==> src/rtl/iirl_pkg.sv <==
package iirl_pkg;

    localparam int CAPACITY  = 16;
    localparam int POS_W     = 5;
    localparam int VAL_W     = 32;
    localparam int CNT_OUT_W = 5;
    localparam int CMD_W     = 2;
    localparam int STS_W     = 2;
    localparam int CNT_W     = $clog2(CAPACITY + 1);
    localparam int IDX_W     = $clog2(CAPACITY);
    localparam int CMP_W     = (POS_W > CNT_W) ? POS_W : CNT_W;

    localparam logic [CMD_W-1:0] CMD_INSERT = 2'd0;
    localparam logic [CMD_W-1:0] CMD_REMOVE = 2'd1;
    localparam logic [CMD_W-1:0] CMD_READ   = 2'd2;

    localparam logic [STS_W-1:0] STS_DONE  = 2'd0;
    localparam logic [STS_W-1:0] STS_RANGE = 2'd1;
    localparam logic [STS_W-1:0] STS_FULL  = 2'd2;

    typedef enum logic {
        S_IDLE,
        S_EXEC
    } t_state;

    typedef struct packed {
        logic load;
        logic exec;
    } t_dp_cmd;

endpackage

==> src/rtl/iirl_req_if.sv <==
interface iirl_req_if;
    import iirl_pkg::*;

    logic                     valid;
    logic                     ready;
    logic [CMD_W-1:0]         cmd;
    logic [POS_W-1:0]         position;
    logic signed [VAL_W-1:0]  value;

    modport source (output valid, output cmd, output position, output value, input ready);
    modport sink   (input valid, input cmd, input position, input value, output ready);
endinterface

==> src/rtl/iirl_rsp_if.sv <==
interface iirl_rsp_if;
    import iirl_pkg::*;

    logic                     valid;
    logic                     ready;
    logic [STS_W-1:0]         status;
    logic signed [VAL_W-1:0]  read_value;
    logic [CNT_OUT_W-1:0]     entry_count;

    modport source (output valid, output status, output read_value, output entry_count,
                    input ready);
    modport sink   (input valid, input status, input read_value, input entry_count,
                    output ready);
endinterface

==> src/rtl/indexed_insert_remove_list.sv <==
// Bounded ordered list of up to 16 signed 32-bit entries. Each request item carries a command
// (insert, remove or read), a position and a value; each gives exactly one response item with
// a status (done, position out of range, list full), the read value and the entry count after
// the operation. An item's request is registered in the idle state; then, in the execute
// state, once the response register is free or being emptied, the cells shift (for an insert
// or remove) and the response register is loaded. The response register lets the next item
// enter while a response waits. Reset empties the list at once.
module indexed_insert_remove_list (
    input  logic  i_clk,
    input  logic  i_rst_n,
    iirl_req_if.sink   i_req,
    iirl_rsp_if.source o_rsp
);
    import iirl_pkg::*;

    t_dp_cmd dp_cmd;

    iirl_ctrl u_ctrl (
        .i_clk       (i_clk),
        .i_rst_n     (i_rst_n),
        .i_in_valid  (i_req.valid),
        .o_in_ready  (i_req.ready),
        .o_out_valid (o_rsp.valid),
        .i_out_ready (o_rsp.ready),
        .o_dp        (dp_cmd)
    );

    iirl_datapath u_datapath (
        .i_clk         (i_clk),
        .i_rst_n       (i_rst_n),
        .i_dp          (dp_cmd),
        .i_cmd         (i_req.cmd),
        .i_position    (i_req.position),
        .i_value       (i_req.value),
        .o_status      (o_rsp.status),
        .o_read_value  (o_rsp.read_value),
        .o_entry_count (o_rsp.entry_count)
    );

endmodule

==> src/rtl/iirl_ctrl.sv <==
module iirl_ctrl (
    input  logic              i_clk,
    input  logic              i_rst_n,
    input  logic              i_in_valid,
    output logic              o_in_ready,
    output logic              o_out_valid,
    input  logic              i_out_ready,
    output iirl_pkg::t_dp_cmd o_dp
);
    import iirl_pkg::*;

    t_state r_state, n_state;
    logic   r_out_valid, n_out_valid;
    logic   out_take;
    logic   exec_ok;

    assign out_take = r_out_valid && i_out_ready;
    // the output register must be free, or emptied this cycle, before an item executes
    assign exec_ok  = (r_state == S_EXEC) && (!r_out_valid || out_take);

    always_comb begin
        n_state = r_state;
        unique case (r_state)
            S_IDLE: begin
                if (i_in_valid) begin
                    n_state = S_EXEC;
                end
            end
            S_EXEC: begin
                if (exec_ok) begin
                    n_state = S_IDLE;
                end
            end
            default: n_state = S_IDLE;
        endcase
    end

    always_comb begin
        o_in_ready   = (r_state == S_IDLE);
        o_dp.load    = (r_state == S_IDLE) && i_in_valid;
        o_dp.exec    = exec_ok;
        o_out_valid  = r_out_valid;
    end

    always_comb begin
        n_out_valid = r_out_valid;
        if (exec_ok) begin
            n_out_valid = 1'b1;
        end else if (out_take) begin
            n_out_valid = 1'b0;
        end
    end

    always_ff @(posedge i_clk) begin
        if (!i_rst_n) begin
            r_state     <= S_IDLE;
            r_out_valid <= 1'b0;
        end else begin
            r_state     <= n_state;
            r_out_valid <= n_out_valid;
        end
    end

    a_exec_frees_slot: assert property (@(posedge i_clk) disable iff (!i_rst_n)
        o_dp.exec |=> r_out_valid)
        else $error("result not presented after execute");

    a_no_load_in_exec: assert property (@(posedge i_clk) disable iff (!i_rst_n)
        (r_state == S_EXEC) |-> !o_dp.load)
        else $error("item loaded while another is pending");

    a_held_result: assert property (@(posedge i_clk) disable iff (!i_rst_n)
        (r_out_valid && !i_out_ready) |=> r_out_valid)
        else $error("result dropped without being taken");

endmodule

==> src/rtl/iirl_datapath.sv <==
module iirl_datapath (
    input  logic                              i_clk,
    input  logic                              i_rst_n,
    input  iirl_pkg::t_dp_cmd                 i_dp,
    input  logic [iirl_pkg::CMD_W-1:0]        i_cmd,
    input  logic [iirl_pkg::POS_W-1:0]        i_position,
    input  logic signed [iirl_pkg::VAL_W-1:0] i_value,
    output logic [iirl_pkg::STS_W-1:0]        o_status,
    output logic signed [iirl_pkg::VAL_W-1:0] o_read_value,
    output logic [iirl_pkg::CNT_OUT_W-1:0]    o_entry_count
);
    import iirl_pkg::*;

    logic [CMD_W-1:0]         r_cmd;
    logic [POS_W-1:0]         r_pos;
    logic signed [VAL_W-1:0]  r_val;
    logic [VAL_W-1:0]         r_entries [CAPACITY];
    logic [VAL_W-1:0]         n_entries [CAPACITY];
    logic [CNT_W-1:0]         r_count, n_count;
    logic [STS_W-1:0]         r_status, n_status;
    logic signed [VAL_W-1:0]  r_rd, n_rd;
    logic [CNT_OUT_W-1:0]     r_cnt_out;
    logic [CMP_W-1:0]         pos_c, cnt_c;
    logic                     full;

    assign pos_c = CMP_W'(r_pos);
    assign cnt_c = CMP_W'(r_count);
    assign full  = (r_count == CNT_W'(CAPACITY));

    always_ff @(posedge i_clk) begin
        if (i_dp.load) begin
            r_cmd <= i_cmd;
            r_pos <= i_position;
            r_val <= i_value;
        end
    end

    // slots at and above the count always hold zero, so cells shift without regard to the count
    always_comb begin
        n_entries = r_entries;
        n_count   = r_count;
        n_status  = STS_RANGE;
        n_rd      = '0;
        unique case (r_cmd)
            CMD_INSERT: begin
                if (pos_c > cnt_c) begin
                    n_status = STS_RANGE;
                end else if (full) begin
                    n_status = STS_FULL;
                end else begin
                    if (pos_c == '0) begin
                        n_entries[0] = r_val;
                    end
                    for (int i = 1; i < CAPACITY; i++) begin
                        if (CMP_W'(i) > pos_c) begin
                            n_entries[i] = r_entries[i-1];
                        end else if (CMP_W'(i) == pos_c) begin
                            n_entries[i] = r_val;
                        end
                    end
                    n_count  = r_count + CNT_W'(1);
                    n_status = STS_DONE;
                end
            end
            CMD_REMOVE: begin
                if (pos_c < cnt_c) begin
                    for (int i = 0; i < CAPACITY - 1; i++) begin
                        if (CMP_W'(i) >= pos_c) begin
                            n_entries[i] = r_entries[i+1];
                        end
                    end
                    n_entries[CAPACITY-1] = '0;
                    n_count  = r_count - CNT_W'(1);
                    n_status = STS_DONE;
                end
            end
            CMD_READ: begin
                if (pos_c <= cnt_c) begin
                    if (pos_c < cnt_c) begin
                        n_rd = r_entries[IDX_W'(r_pos)];
                    end
                    n_status = STS_DONE;
                end
            end
            default: n_status = STS_RANGE;
        endcase
    end

    always_ff @(posedge i_clk) begin
        if (!i_rst_n) begin
            r_count <= '0;
            for (int i = 0; i < CAPACITY; i++) begin
                r_entries[i] <= '0;
            end
        end else if (i_dp.exec) begin
            r_count   <= n_count;
            r_entries <= n_entries;
        end
    end

    always_ff @(posedge i_clk) begin
        if (i_dp.exec) begin
            r_status  <= n_status;
            r_rd      <= n_rd;
            r_cnt_out <= CNT_OUT_W'(n_count);
        end
    end

    assign o_status      = r_status;
    assign o_read_value  = r_rd;
    assign o_entry_count = r_cnt_out;

    a_count_bound: assert property (@(posedge i_clk) disable iff (!i_rst_n)
        r_count <= CNT_W'(CAPACITY))
        else $error("entry count above capacity");

    a_count_idle: assert property (@(posedge i_clk) disable iff (!i_rst_n)
        !i_dp.exec |=> $stable(r_count))
        else $error("count changed without an execute");

    a_free_slot_zero: assert property (@(posedge i_clk) disable iff (!i_rst_n)
        (r_count < CNT_W'(CAPACITY)) |-> (r_entries[IDX_W'(r_count)] == '0))
        else $error("slot at the count is not clear");

endmodule
==> src/flat_wrapper.sv <==
// flat-port wrapper written by rule: the top's interface ports become plain ports
module indexed_insert_remove_list_flat import iirl_pkg::*;
  (i_clk, i_rst_n, i_req_valid, i_req_cmd, i_req_position, i_req_value, i_req_ready, o_rsp_valid, o_rsp_status, o_rsp_read_value, o_rsp_entry_count, o_rsp_ready);
  iirl_req_if i_req_i ();
  iirl_rsp_if o_rsp_i ();
  input  logic i_clk;
  input  logic i_rst_n;
  input wire logic [$bits(i_req_i.valid)-1:0] i_req_valid;
  input wire logic [$bits(i_req_i.cmd)-1:0] i_req_cmd;
  input wire logic [$bits(i_req_i.position)-1:0] i_req_position;
  input wire logic [$bits(i_req_i.value)-1:0] i_req_value;
  output wire logic [$bits(i_req_i.ready)-1:0] i_req_ready;
  output wire logic [$bits(o_rsp_i.valid)-1:0] o_rsp_valid;
  output wire logic [$bits(o_rsp_i.status)-1:0] o_rsp_status;
  output wire logic [$bits(o_rsp_i.read_value)-1:0] o_rsp_read_value;
  output wire logic [$bits(o_rsp_i.entry_count)-1:0] o_rsp_entry_count;
  input wire logic [$bits(o_rsp_i.ready)-1:0] o_rsp_ready;
  assign i_req_i.valid = i_req_valid;
  assign i_req_i.cmd = i_req_cmd;
  assign i_req_i.position = i_req_position;
  assign i_req_i.value = i_req_value;
  assign i_req_ready = i_req_i.ready;
  assign o_rsp_valid = o_rsp_i.valid;
  assign o_rsp_status = o_rsp_i.status;
  assign o_rsp_read_value = o_rsp_i.read_value;
  assign o_rsp_entry_count = o_rsp_i.entry_count;
  assign o_rsp_i.ready = o_rsp_ready;
  indexed_insert_remove_list u_core (.i_clk(i_clk), .i_rst_n(i_rst_n), .i_req(i_req_i), .o_rsp(o_rsp_i));
endmodule
==> config.mk <==
export PLATFORM = sky130hd
export DESIGN_NAME = indexed_insert_remove_list_flat
export DESIGN_NICKNAME = d
export VERILOG_FILES = /design/src/rtl/iirl_pkg.sv /design/src/rtl/iirl_req_if.sv /design/src/rtl/iirl_rsp_if.sv /design/src/rtl/indexed_insert_remove_list.sv /design/src/rtl/iirl_ctrl.sv /design/src/rtl/iirl_datapath.sv /design/src/flat_wrapper.sv
export SDC_FILE = /design/constraint.sdc
export NUM_CORES = 2
export LEC_CHECK = 0
export ABC_AREA = 1
export BUFFER_PORTS_ARGS = -buffer_cell sky130_fd_sc_hd__buf_2
export CORE_MARGIN = 2
export CORE_UTILIZATION = 64
export DETAILED_ROUTE_END_ITERATION = 16
export HOLD_SLACK_MARGIN = 0.06
export PLACE_DENSITY = 0.81
export SLEW_MARGIN = 20
export SYNTH_ARGS = -nofsm -noshare
export SYNTH_HDL_FRONTEND = slang
export SYNTH_SLANG_ARGS = --single-unit
==> constraint.sdc <==
create_clock -name i_clk -period 3.06 [get_ports i_clk]
set_input_delay 0.306 -clock i_clk [delete_from_list [all_inputs] [get_ports i_clk]]
set_output_delay 0.306 -clock i_clk [all_outputs]
set_load 0.01 [all_outputs]
---- After elaboration in Yosys (flattened, before gate mapping) ----
Cells that the tools add are included.
operators by class
  add/subtract/negate cells ............... 2
  magnitude comparators ................... 34
  eq/ne operators ......................... 52
  mux-type cells .......................... 67
  bitwise operators ....................... 2
  reduce and logical (&&, ||, !) cells .... 26
operators with widths
  operator                                                                            number
  32-bit two-way mux                                                                  48
  512-bit two-way mux                                                                 3
  512-bit one-hot mux with 2 select lines                                             1
  32-bit binary-select mux with 4-bit select                                          1
  7-bit AND reduction                                                                 15
  3-bit inequality test, second input constant                                        15
  4-bit by 5-bit == test with 1-bit output, first input constant                      8
  4-bit by 5-bit > comparator with 1-bit output, first input constant                 8
  2-bit inequality test, second input constant                                        19
  4-bit by 5-bit greater-or-equal comparator with 1-bit output, first input constant  7
  3-bit by 5-bit == test with 1-bit output, first input constant                      4
  3-bit by 5-bit greater-or-equal comparator with 1-bit output, first input constant  4
  3-bit by 5-bit > comparator with 1-bit output, first input constant                 4
  5-bit two-way mux                                                                   3
  2-bit by 5-bit == test with 1-bit output, first input constant                      2
  1-bit by 5-bit greater-or-equal comparator with 1-bit output, first input constant  2
  2-bit by 5-bit greater-or-equal comparator with 1-bit output, first input constant  2
  2-bit by 5-bit > comparator with 1-bit output, first input constant                 2
  5-bit one-hot mux with 2 select lines                                               1
  1-bit two-way mux                                                                   6
  2-bit one-hot mux with 3 select lines                                               1
  6-bit AND reduction                                                                 1
  5-bit by 1-bit adder with 5-bit output, second input constant                       1
  1-bit by 5-bit == test with 1-bit output, first input constant                      1
  20 further kinds                                                                    24
storage, ports and cells
  flip-flop bits (word level) ............. 597
  input bits .............................. 43
  output and inout bits ................... 41
  logic and storage cells ................. 208

---- Longest topological paths before layout ----
  word-level depth ........................ 6
  mapped depth ............................ 15
  gate-level depth less buffers ........... 14

---- Modules after synthesis ----
A second synthesis with hierarchy kept.
second synthesis, totals
  cells, all modules ...................... 6329
  area total of the unflattened synthesis .. 37174.4 um^2
by module, submodules not included
  module         times used  cells an instance  area each (um^2)  sequential area each (um^2)
  iirl_datapath  1           6317               37083.1           12692.2
  iirl_ctrl      1           12                 91.3              40.0

---- Worst setup path before layout ----
OpenSTA, ideal clock, no wires.
  kind .................................... reg-to-reg
  start point ............................. reg u_core.u_ctrl.r_out_valid, in the netlist u_core.u_ctrl.o_out_valid
  end point ............................... reg u_core.u_datapath.r_entries[87] in the netlist's numbering
  arrival time ............................ 2.439 ns
  data required time ...................... 2.947 ns
  setup slack ............................. 0.508 ns
  cell stages (with the launch flop) ...... 11
  clock period less this slack ............ 2.552 ns
  cells stage by stage .................... dfxtp_1 > nand2_1 > nand2_1 > inv_1 > nand3_4 > buf_12 > nor2_4 > buf_2 > nand2_1 > nand2_1 > nor2_1
RTL lines
  element                 line                 RTL
  from (decl)             iirl_ctrl.sv:13      logic r_out_valid, n_out_valid;
  from (signal assigned)  iirl_ctrl.sv:60      r_out_valid <= n_out_valid;
  to (signal assigned)    iirl_datapath.sv:97  r_entries <= n_entries;
  to (decl)               iirl_datapath.sv:17  logic [VAL_W-1:0] r_entries [CAPACITY];

---- Worst setup path after layout ----
  start point ............................. reg u_core.u_datapath.r_pos[3], in the netlist u_core.u_datapath.pos_c[3]
  end point ............................... reg u_core.u_datapath.r_entries[386] in the netlist's numbering
between the ends
  word-level cells in the longest chain between the ends .. 5
  elaborated cells between the ends (all ways) .. 14
ends and longest elaborated chain
  element                                        line                 RTL
  from (decl)                                    iirl_datapath.sv:15  logic [POS_W-1:0] r_pos;
  from (signal assigned)                         iirl_datapath.sv:33  r_pos <= i_position;
  2-bit by 5-bit > comparator with 1-bit output  iirl_datapath.sv:55  if (CMP_W'(i) > pos_c) begin
  32-bit two-way mux                             iirl_datapath.sv:55
  512-bit two-way mux                            iirl_datapath.sv:48  end else if (full) begin
  512-bit two-way mux                            iirl_datapath.sv:46  if (pos_c > cnt_c) begin
  512-bit one-hot mux with 2 select lines        iirl_datapath.sv:44  unique case (r_cmd)
Parallel ways exist; a longest one is shown, timed or not. The select of a mux whose other input is x is not followed.
A chain may end at the register's enable or synchronous reset.

==> impl_metrics.json <==
{
  "coreArea_um2": 57400,
  "synth_largest_area_cell": "dfxtp_1",
  "powerDensity_nw_per_um2": 503,
  "final_cell_mix": "nand2_1, nor2_1, o21ai_0",
  "period_share": 0.913,
  "combPwrFrac": 0.184,
  "clock_sinks": 597,
  "vias_per_cell": 5.87,
  "swShare": 0.305,
  "cts_resized": 0,
  "crit_type": "flop to flop",
  "endpoint_kind": "flop",
  "power.switching_w": 0.00625,
  "r2r_slack_ns": 0.27,
  "track_usage": 0.408,
  "rsz0062_at_grt": "no",
  "grt_pass1_wl_um": 194000,
  "status": "finished clean",
  "drc": 0,
  "ys_ff_latch": 597,
  "num_antenna_cells": 0,
  "final_nets": 6094,
  "netlist-cell-type-count": 36,
  "rr_startpoint": "u_core.u_datapath.pos_c[3]$_DFFE_PP_",
  "pre_cts_ws_ns": 0.289,
  "routed_wl_um": 126000,
  "die_height_um": 244,
  "die_w_um": 244,
  "power_frac_seq": 0.424,
  "synth_flop_cell": "dfxtp_1",
  "hp-class": "input pin to flop",
  "grt_pass1_vias": 35300,
  "synth.area.top_cells": "dfxtp_1, nand2_1, nor2_1",
  "fin_crit_ns": 2.79,
  "syn_nets": 6232,
  "dr_total_vias": 40200,
  "antenna_left": 0,
  "finalSetupViolations": 0,
  "drv_slew": 0,
  "clk_path_buf_depth": 3,
  "fmax_mhz": 358,
  "yosysWarnings": 0,
  "cts_max_level": 3,
  "synth_top_area_frac": 0.281,
  "max_cap_violations": 0,
  "ir_drop_v": 0.000574,
  "detail_route.wl_per_cell_um": 18.3,
  "rr_worst_depth": 13,
  "crit_start": "u_core.u_datapath.pos_c[3]$_DFFE_PP_",
  "synth-edff-count": 78,
  "mostFrequentLayoutCell": "nand2_1",
  "crit_fanout": 44,
  "hold_path_end": "u_core.u_datapath.r_entries[404]$_SDFFE_PN0P_",
  "syn_area_um2": 36900,
  "skew_ns": 0.0206,
  "arrival_ns": 3.29,
  "required_ns": 3.56,
  "power.internal_w": 0.0142,
  "fillCellCount": 5075,
  "drt-initial-drc-count": 5458,
  "ioPinCount": 84,
  "worst_pin_slew_ns": 0.936,
  "finalHoldViolCount": 0,
  "firstDrtPassIters": 9,
  "hold_slack_ns": 0.124,
  "cts_tree": "done",
  "cts_root_buf": "clkbuf_16",
  "holdPathStages": 3,
  "port-buffer-count": 83,
  "startpoint_type": "flop",
  "clk_latency_ns": 0.62,
  "cts_made_buffers": 68,
  "dp_hpwl_um": 74700,
  "grt_start_max_net_pins": 133,
  "fin_setup_tns_ns": 0,
  "p_leak_nw": 16.6,
  "avgSynthCellArea_um2": 5.98,
  "syn_inst": 6181,
  "yosysSeqAreaShare": 0.345,
  "r2r-end": "u_core.u_datapath.r_entries[386]$_SDFFE_PN0P_",
  "setup_slack_ns": 0.265,
  "antenna_found_initial": 2,
  "synthToLayoutAreaGrowth_pct": 10.3,
  "start_util": 0.644,
  "cts.clk_slew.worst_paths_ns": 0.06,
  "grt_overflow": 0,
  "synthArstFlopShare": 0,
  "power_frac_clock": 0.392,
  "maxSlewHeadroom": 0.376,
  "layout-drive-gt1-share": 0.0602,
  "hold_start": "i_rst_n",
  "gp_congestion": 0.886,
  "placementRows": 88,
  "die_area_um2": 59700
}
[metrics by stage]
stage	cell area [um^2]	instances	power [W]	utilization
5_1_grt	40700	6858	0.0212	0.710
6_report	40700	6858	0.0205	0.710
4_1_cts	40700	6857	0.0204	0.710
2_1_floorplan	36900	6181	0.0113	-
3_3_place_gp	38200	6696	0.0123	0.665
3_5_place_dp	38200	6696	0.0124	0.665
[routing by layer]
| metal | up-vias | share of wire | GRT usage | wire length (um) |
|---|---|---|---|---|
| met3 | 491 | 0.13 | 0.0908 | 16900 |
| met4 | 2 | 0.051 | 0.198 | 6350 |
| met5 | - | 0.000095 | 0 | 12 |
| met2 | 2592 | 0.43 | 0.629 | 53800 |
| li1 | 19200 | - | - | - |
| met1 | 17900 | 0.39 | 0.543 | 48800 |
[area by class of cell]
class                      instances  area (um^2)  share of cell area
clock buffer                      93         1910              0.0468
timing repair buffer             257         2460              0.0604
sequential                       597        12700               0.313
tap                              765          957              0.0235
clock inverter                    27          230             0.00565
multi-input combinational       4602        20500               0.503
inverter                         517         1950              0.0478
[state kept, by name, summed over array words and instances (netlist names)]
signal                           count
u_core.u_datapath.r_val             32
u_core.u_datapath.o_read_value      32
u_core.u_datapath.r_cmd              2
u_core.u_datapath.pos_c              5
u_core.u_ctrl.o_out_valid            1
u_core.u_datapath.cnt_c              5
u_core.u_datapath.o_status           2
u_core.u_datapath.o_entry_count      5
u_core.u_ctrl.r_state                1
u_core.u_datapath.r_entries        512
[cell usage after synthesis, types with 39 or more instances]
cell type  count
nand2_1     2083
nor2_1      1189
o21ai_0      707
dfxtp_1      519
inv_1        507
clkbuf_1     251
buf_2        163
o22ai_1      101
a22oi_1       89
edfxtp_1      78
nand3_1       69
o21ai_1       58
o221ai_1      57
a21oi_1       48
buf_1         47
o21bai_1      43
mux2i_1       39
[critical path, cell delays in order, from the launching register on]
cell	delay (ns)
edfxtp_1	0.43
buf_4	0.21
nor2_4	0.40
inv_2	0.14
nor2_4	0.17
buf_4	0.26
nand2_2	0.09
buf_4	0.33
nand2_1	0.12
o21ai_0	0.08
o21ai_0	0.23
nand2_1	0.08
nand2_1	0.06
nor2_1	0.05
[worst max-delay path by stage]
stage | slack [ns] | end | cells after the start
floorplan | 0.51 | u_core.u_datapath.r_entries[87]$_SDFFE_PN0P_ | 10
global placement | 0.35 | u_core.u_datapath.r_entries[368]$_SDFFE_PN0P_ | 13
detailed placement | 0.29 | u_core.u_datapath.r_entries[358]$_SDFFE_PN0P_ | 13
CTS | 0.27 | u_core.u_datapath.r_entries[358]$_SDFFE_PN0P_ | 13
global route | 0.05 | u_core.u_datapath.r_entries[106]$_SDFFE_PN0P_ | 13
finish | 0.27 | u_core.u_datapath.r_entries[386]$_SDFFE_PN0P_ | 13
[power by group through the flow]
| stage | Clock, W | Combinational [W] | Sequential, W |
|---|---|---|---|
| finish | 0.00804 | 0.00377 | 0.00868 |
| global route | 0.00836 | 0.00414 | 0.00871 |
| CTS | 0.00807 | 0.00365 | 0.00866 |
| detailed placement | 0 | 0.00358 | 0.00882 |
| global placement | 0 | 0.00351 | 0.00881 |
| floorplan | 0 | 0.00256 | 0.00870 |
[kinds of logic after synthesis]
| group | share of synthesized area |
|---|---|
| adder cells (fa/ha/maj) | 0.00271 |
| buffers and inverters | 0.106 |
| XOR/XNOR | 0.000711 |
| AND/OR/NAND/NOR | 0.351 |
| flip-flops | 0.345 |
| AO/OA/AOI/OAI | 0.185 |
| multiplexers | 0.0106 |
[repair_timing]
item | 4_1_cts | 5_1_grt
buffers inserted | 0 | 1
setup endpoints to repair | 0 | 1
endpoints found under the hold margin | 41 | 0
hold buffers | 41 | 0
(Power assumes the default switching activity.)
